`config.mk`:
```
export PLATFORM = sky130hd
export DESIGN_NAME = kli_queue
export DESIGN_NICKNAME = d
export VERILOG_FILES = /design/src/rtl/kli_pkg.sv /design/src/rtl/kli_queue.sv
export SDC_FILE = /design/constraint.sdc
export NUM_CORES = 1
export LEC_CHECK = 0
export BUFFER_PORTS_ARGS = -buffer_cell sky130_fd_sc_hd__buf_2
export CAP_MARGIN = 20
export CORE_MARGIN = 3
export CORE_UTILIZATION = 50
export CTS_CLUSTER_SIZE = 24
export DETAILED_ROUTE_END_ITERATION = 10
export HOLD_SLACK_MARGIN = 0.08
export PLACE_DENSITY = 0.75
export REMOVE_ABC_BUFFERS = 1
export SETUP_SLACK_MARGIN = 0.1
export SYNTH_ARGS = -nofsm -noshare
export SYNTH_HDL_FRONTEND = slang
export SYNTH_SLANG_ARGS = --single-unit
```
`constraint.sdc`:
```
create_clock -name clk_i -period 1.7 [get_ports clk_i]
set_input_delay 0.17 -clock clk_i [delete_from_list [all_inputs] [get_ports clk_i]]
set_output_delay 0.17 -clock clk_i [all_outputs]
set_load 0.1 [all_outputs]
```
`src/rtl/kli_pkg.sv`:
```
// Package: types and constants shared by the keyframe interpolator modules.
`default_nettype none
package kli_pkg;

  localparam int unsigned KeyW = 15;
  localparam int unsigned ValW = 16;
  localparam int unsigned RgbW = 18;
  localparam int unsigned CoefW = 19;

  typedef enum logic [1:0] {
    CFG_COUNT = 2'd0,
    CFG_GAIN_R = 2'd1,
    CFG_GAIN_G = 2'd2,
    CFG_GAIN_B = 2'd3
  } cfg_idx_e;

  typedef enum logic {
    REQ_WRITE = 1'b0,
    REQ_QUERY = 1'b1
  } req_e;

  // Rec.709 XYZ to RGB, signed Q3.16, row-major
  typedef logic signed [CoefW-1:0] coef_t;

  function automatic coef_t mat_coef(input logic [1:0] row, input logic [1:0] col);
    coef_t c;
    c = '0;
    unique case ({row, col})
      4'b0000: c = 19'sd212368;
      4'b0001: c = -19'sd100739;
      4'b0010: c = -19'sd32672;
      4'b0100: c = -19'sd63521;
      4'b0101: c = 19'sd122945;
      4'b0110: c = 19'sd2723;
      4'b1000: c = 19'sd3647;
      4'b1001: c = -19'sd13372;
      4'b1010: c = 19'sd69292;
      default: c = '0;
    endcase
    return c;
  endfunction

  // Queued query job: time only
  typedef struct packed {
    logic [KeyW-1:0] qtime;
  } job_t;

endpackage
`default_nettype wire

```
`src/rtl/kli_queue.sv`:
```
// Two-entry queue between front and back ends.
`default_nettype none
module kli_queue (
  input  wire logic            clk_i,
  input  wire logic            rst_ni,
  input  wire logic            push_i,
  input  wire kli_pkg::job_t   push_data_i,
  output logic                 full_o,
  input  wire logic            pop_i,
  output kli_pkg::job_t        pop_data_o,
  output logic                 empty_o
);
  kli_pkg::job_t mem_q [2];
  logic          wr_q, rd_q;
  logic [1:0]    cnt_q;

  assign full_o = (cnt_q == 2'd2);
  assign empty_o = (cnt_q == 2'd0);
  assign pop_data_o = mem_q[rd_q];

  always_ff @(posedge clk_i) begin
    if (push_i) mem_q[wr_q] <= push_data_i;
  end

  always_ff @(posedge clk_i or negedge rst_ni) begin
    if (!rst_ni) begin
      wr_q <= 1'b0;
      rd_q <= 1'b0;
      cnt_q <= '0;
    end else begin
      if (push_i) wr_q <= ~wr_q;
      if (pop_i) rd_q <= ~rd_q;
      cnt_q <= cnt_q + {1'b0, push_i} - {1'b0, pop_i};
    end
  end
endmodule
`default_nettype wire

```
### Yosys cells after proc, flatten, opt, wreduce, memory -nomap -nowiden

Memory sizes are Yosys's and may differ from the RTL's.
Index checks and enable logic that the tools add are counted.

* bits in writable memories: 30
* register bits: 4
* output and inout port bits: 17
* memories kept: 1

* multiplexer cells: 2
* eq/ne operators: 1
* reduce and logical (&&, ||, !) cells: 1
* bitwise operators: 2
* add/sub/neg operators: 2

Memories
* mem_q: depth 2, width 15, rd ports 1, clocked after memory_dff 0, wr ports 1, line kli_queue.sv:13 `kli_pkg::job_t mem_q [2];`

Operators with widths (count)
* 2-bit by 1-bit adder with 2-bit output: 1
* 2-bit equality test (second input constant): 1
* 2-bit zero test: 1
* 1-bit 2-to-1 mux: 2
* 1-bit inverter: 2
* 2-bit by 1-bit subtractor with 2-bit output: 1

### Depth between registers and ports, before layout

* depth after elaboration: 2
* gate-level depth with buffers: 5
* gate-level depth less buffers: 5

### Least setup slack after synthesis

Ideal clock, no wire load.

* kind: reg2out
* start: reg cnt_q[1]
* end: out full_o
* cell stages (with the launch flop): 2
* slack: -0.192 ns
* buffers on the path: 0
* arrival: 1.722 ns
* cell sequence: dfrtp_1 -> nor2b_1

* longest elaborated chain between the ends: 1

RTL lines
* from (decl): line kli_queue.sv:15 `logic [1:0] cnt_q;`
* from (signal assigned): line kli_queue.sv:33 `cnt_q <= cnt_q + {1'b0, push_i} - {1'b0, pop_i};`
* 2-bit equality test: line kli_queue.sv:17 `assign full_o = (cnt_q == 2'd2);`
* to (decl): line kli_queue.sv:8 `output logic full_o,`

Every way passes these cells.

==> results.py <==
metrics = {
    "status": {
        "outcome": "complete, no violations",
    },
    "cells_and_area": {
        "layout.cells.most_common_list": "sky130_fd_sc_hd__edfxtp_1, sky130_fd_sc_hd__buf_2, sky130_fd_sc_hd__dlygate4sd3_1, sky130_fd_sc_hd__buf_12, sky130_fd_sc_hd__mux2_4",
        "area.growth.synth_to_final_pct": 54.0,
        "drive_gt1_share_pct": 49.2,
        "nNetsFinal": 148,
        "most_common_cell_after_layout_fill_and_taps_aside": "sky130_fd_sc_hd__edfxtp_1",
        "antenna-diode-count": 0,
    },
    "critical_path": {
        "slowest_delay_ns": 0.47,
        "crit_path_cell_trace": "clkbuf_16, mux2_4, buf_12",
        "launching_element_type_of_the_critical_path": "flip-flop",
        "r2r_slack_ns": 0.40,
        "timing.setup.critical_path_class": "flip-flop to output port",
        "critical_path_buf_inv_count": 2,
        "worstPathMaxFanout": 7,
        "cp_top_family": "flip-flops",
        "timing.critical_path.slowest_stage_cell": "sky130_fd_sc_hd__dfrtp_2",
        "critical_path_endpoint_category": "output port",
        "crit_arrival_ns": 1.46,
        "timing.critical_path.required_ns": 1.53,
    },
    "route": {
        "antenna_left": 0,
        "route.detailed.drc": 0,
        "final_routed_wirelength_across_all_metal_layers_mm": 2.52,
        "drtPass1Iterations": 4,
        "drt-vias-per-instance": 4.75,
        "drt-initial-drc-count": 6,
        "dr_total_vias": 751,
        "post_drt_wl_per_cell_um": 15.9,
    },
    "placed_design": {
        "half_perimeter_wire_length_of_the_detailed_placement_result_mm": 1.69,
        "numPortBuffers": 35,
        "dp_worst_setup_slack_ns": 0.402,
        "gpl.final_weighted_congestion": 0.670,
    },
    "timing": {
        "timing.final.hold_violations": 0,
        "fin_crit_ns": 1.63,
        "final.setup.worst_slack_ns": 0.0725,
        "skew_ns": 0.00412,
        "hold_slack_ns": 0.184,
        "report.final.slew_viol_count": 0,
        "grt_setup_unrepaired": "true",
        "slew_at_the_pin_closest_to_its_max_slew_limit_ns": 0.490,
        "min_period_over_period_pct": 95.7,
        "setup-violations-final": 0,
        "fmax_mhz": 614,
        "worst_slew_margin_rel_pct": 67.6,
    },
    "logic_synthesis": {
        "ys_ff_latch": 34,
        "netlist_instances": 62,
        "synth.yosys.seq_area_share_pct": 75.2,
        "cell_area_after_synthesis_um2": 1330,
        "synthesis.area_per_instance_um2": 21.5,
        "synthDistinctLibCells": 13,
        "synth-warning-count": 0,
    },
    "global_routing": {
        "grt_start_max_net_pins": 16,
        "grt.overflow.total": 0,
        "grt_pass1_vias": 812,
        "global_routing_usage_summed_across_all_routing_layers_pct": 17.1,
        "grt_antenna_before_repair": 0,
        "grt_first_pass_wirelength_mm": 3.93,
    },
    "clock_network": {
        "ctsHtreeMaxLevel": 2,
        "max-clock-path-buffers": 2,
        "clk_root_buffer_cell": "sky130_fd_sc_hd__clkbuf_4",
        "cts_num_sinks": 34,
        "insertion_delay_ns": 0.32,
        "tritoncts": "done",
        "numCtsBuffers": 5,
        "clk_transition_reported_paths_ns": 0.09,
    },
    "worst_hold_path": {
        "min_delay_worst_type": "input port to async pin",
    },
    "flow_run": {
        "max_cap_violations": 0,
    },
    "floorplan": {
        "die_y_um": 57.6,
        "die_area_um2": 3320,
        "initial_core_util_pct": 53.3,
        "core_area_um2": 2500,
        "number_of_core_rows": 18,
        "die_width_um": 57.6,
        "ioPinCount": 36,
    },
}
[cell usage after synthesis]
| library cell | n | area [µm²] |
|---|---|---|
| sky130_fd_sc_hd__xor2_1 | 2 | 17.5 |
| sky130_fd_sc_hd__xor3_1 | 1 | 23.8 |
| sky130_fd_sc_hd__nor2_1 | 1 | 3.75 |
| sky130_fd_sc_hd__mux2_2 | 6 | 67.6 |
| sky130_fd_sc_hd__mux2_4 | 9 | 135 |
| sky130_fd_sc_hd__dfrtp_1 | 4 | 100 |
| sky130_fd_sc_hd__and2_1 | 1 | 6.26 |
| sky130_fd_sc_hd__buf_12 | 1 | 20.0 |
| sky130_fd_sc_hd__ha_1 | 2 | 25.0 |
| sky130_fd_sc_hd__nor2b_1 | 2 | 12.5 |
| sky130_fd_sc_hd__edfxtp_1 | 30 | 901 |
| sky130_fd_sc_hd__inv_1 | 2 | 7.51 |
| sky130_fd_sc_hd__buf_6 | 1 | 11.3 |
[logic make-up (layout without fill, tap and decap cells)]
| kind of cell | after synthesis | in the layout | share of synthesized area [%] |
|---|---|---|---|
| adders and majority gates | 2 | 2 | 1.88 |
| xor gates and xnor gates | 3 | 3 | 3.10 |
| muxes | 15 | 15 | 15.2 |
| buffers and inverters | 4 | 70 | 2.91 |
| DFF | 34 | 34 | 75.2 |
| and+or+nand+nor | 4 | 4 | 1.69 |
[final cells by class]
cell class / instances / area [µm²]
fillers: 131 / 449
flip-flops and latches: 34 / 1000
inverters: 2 / 7.51
multi-input cells: 24 / 292
clock buffers: 8 / 48.8
well taps: 30 / 37.5
repair buffers: 60 / 663
[sequential cells by signal, indices dropped and copies added, names as in the netlist]
register	count
cnt_q	2
mem_q	30
rd_q	1
wr_q	1
[per-stage QoR]
step	TNS (ns)	cells	utilization, %	area, µm²
finish	0	158	82.0	2050
global route	0	158	82.0	2050
CTS	0	157	81.0	2020
detailed placement	0	130	71.5	1790
global placement	0	130	71.5	1790
floorplan	-0.303	60	-	1300
[layer usage]
layer	global-route usage [%]	part of all wire, %
met1	19.0	37
met2	29.8	56
met3	4.75	5.2
met4	8.94	2.0
met5	0	0
[worst paths after layout]
kind                       startpoint             end  cells past startpoint
min in group clk_i               wr_q            wr_q                      1
max in group asynchronous      rst_ni            rd_q                      2
max reg2reg                      wr_q     mem_q[0][7]                      2
max                              rd_q  pop_data_o[13]                      3
min reg2reg                      wr_q            wr_q                      1
min                            rst_ni        cnt_q[1]                      2
[what timing repair did]
action,4_1_cts,5_1_grt
buffers inserted,1,0
cloned,0,1
hold endpoints to repair,36,0
resized for setup,0,1
endpoints found under the setup margin,7,15
hold buffers,18,0
Power is left out: the tool's default activity adds up to more than one toggle a clock period on the data nets, which glitch-free logic cannot reach.
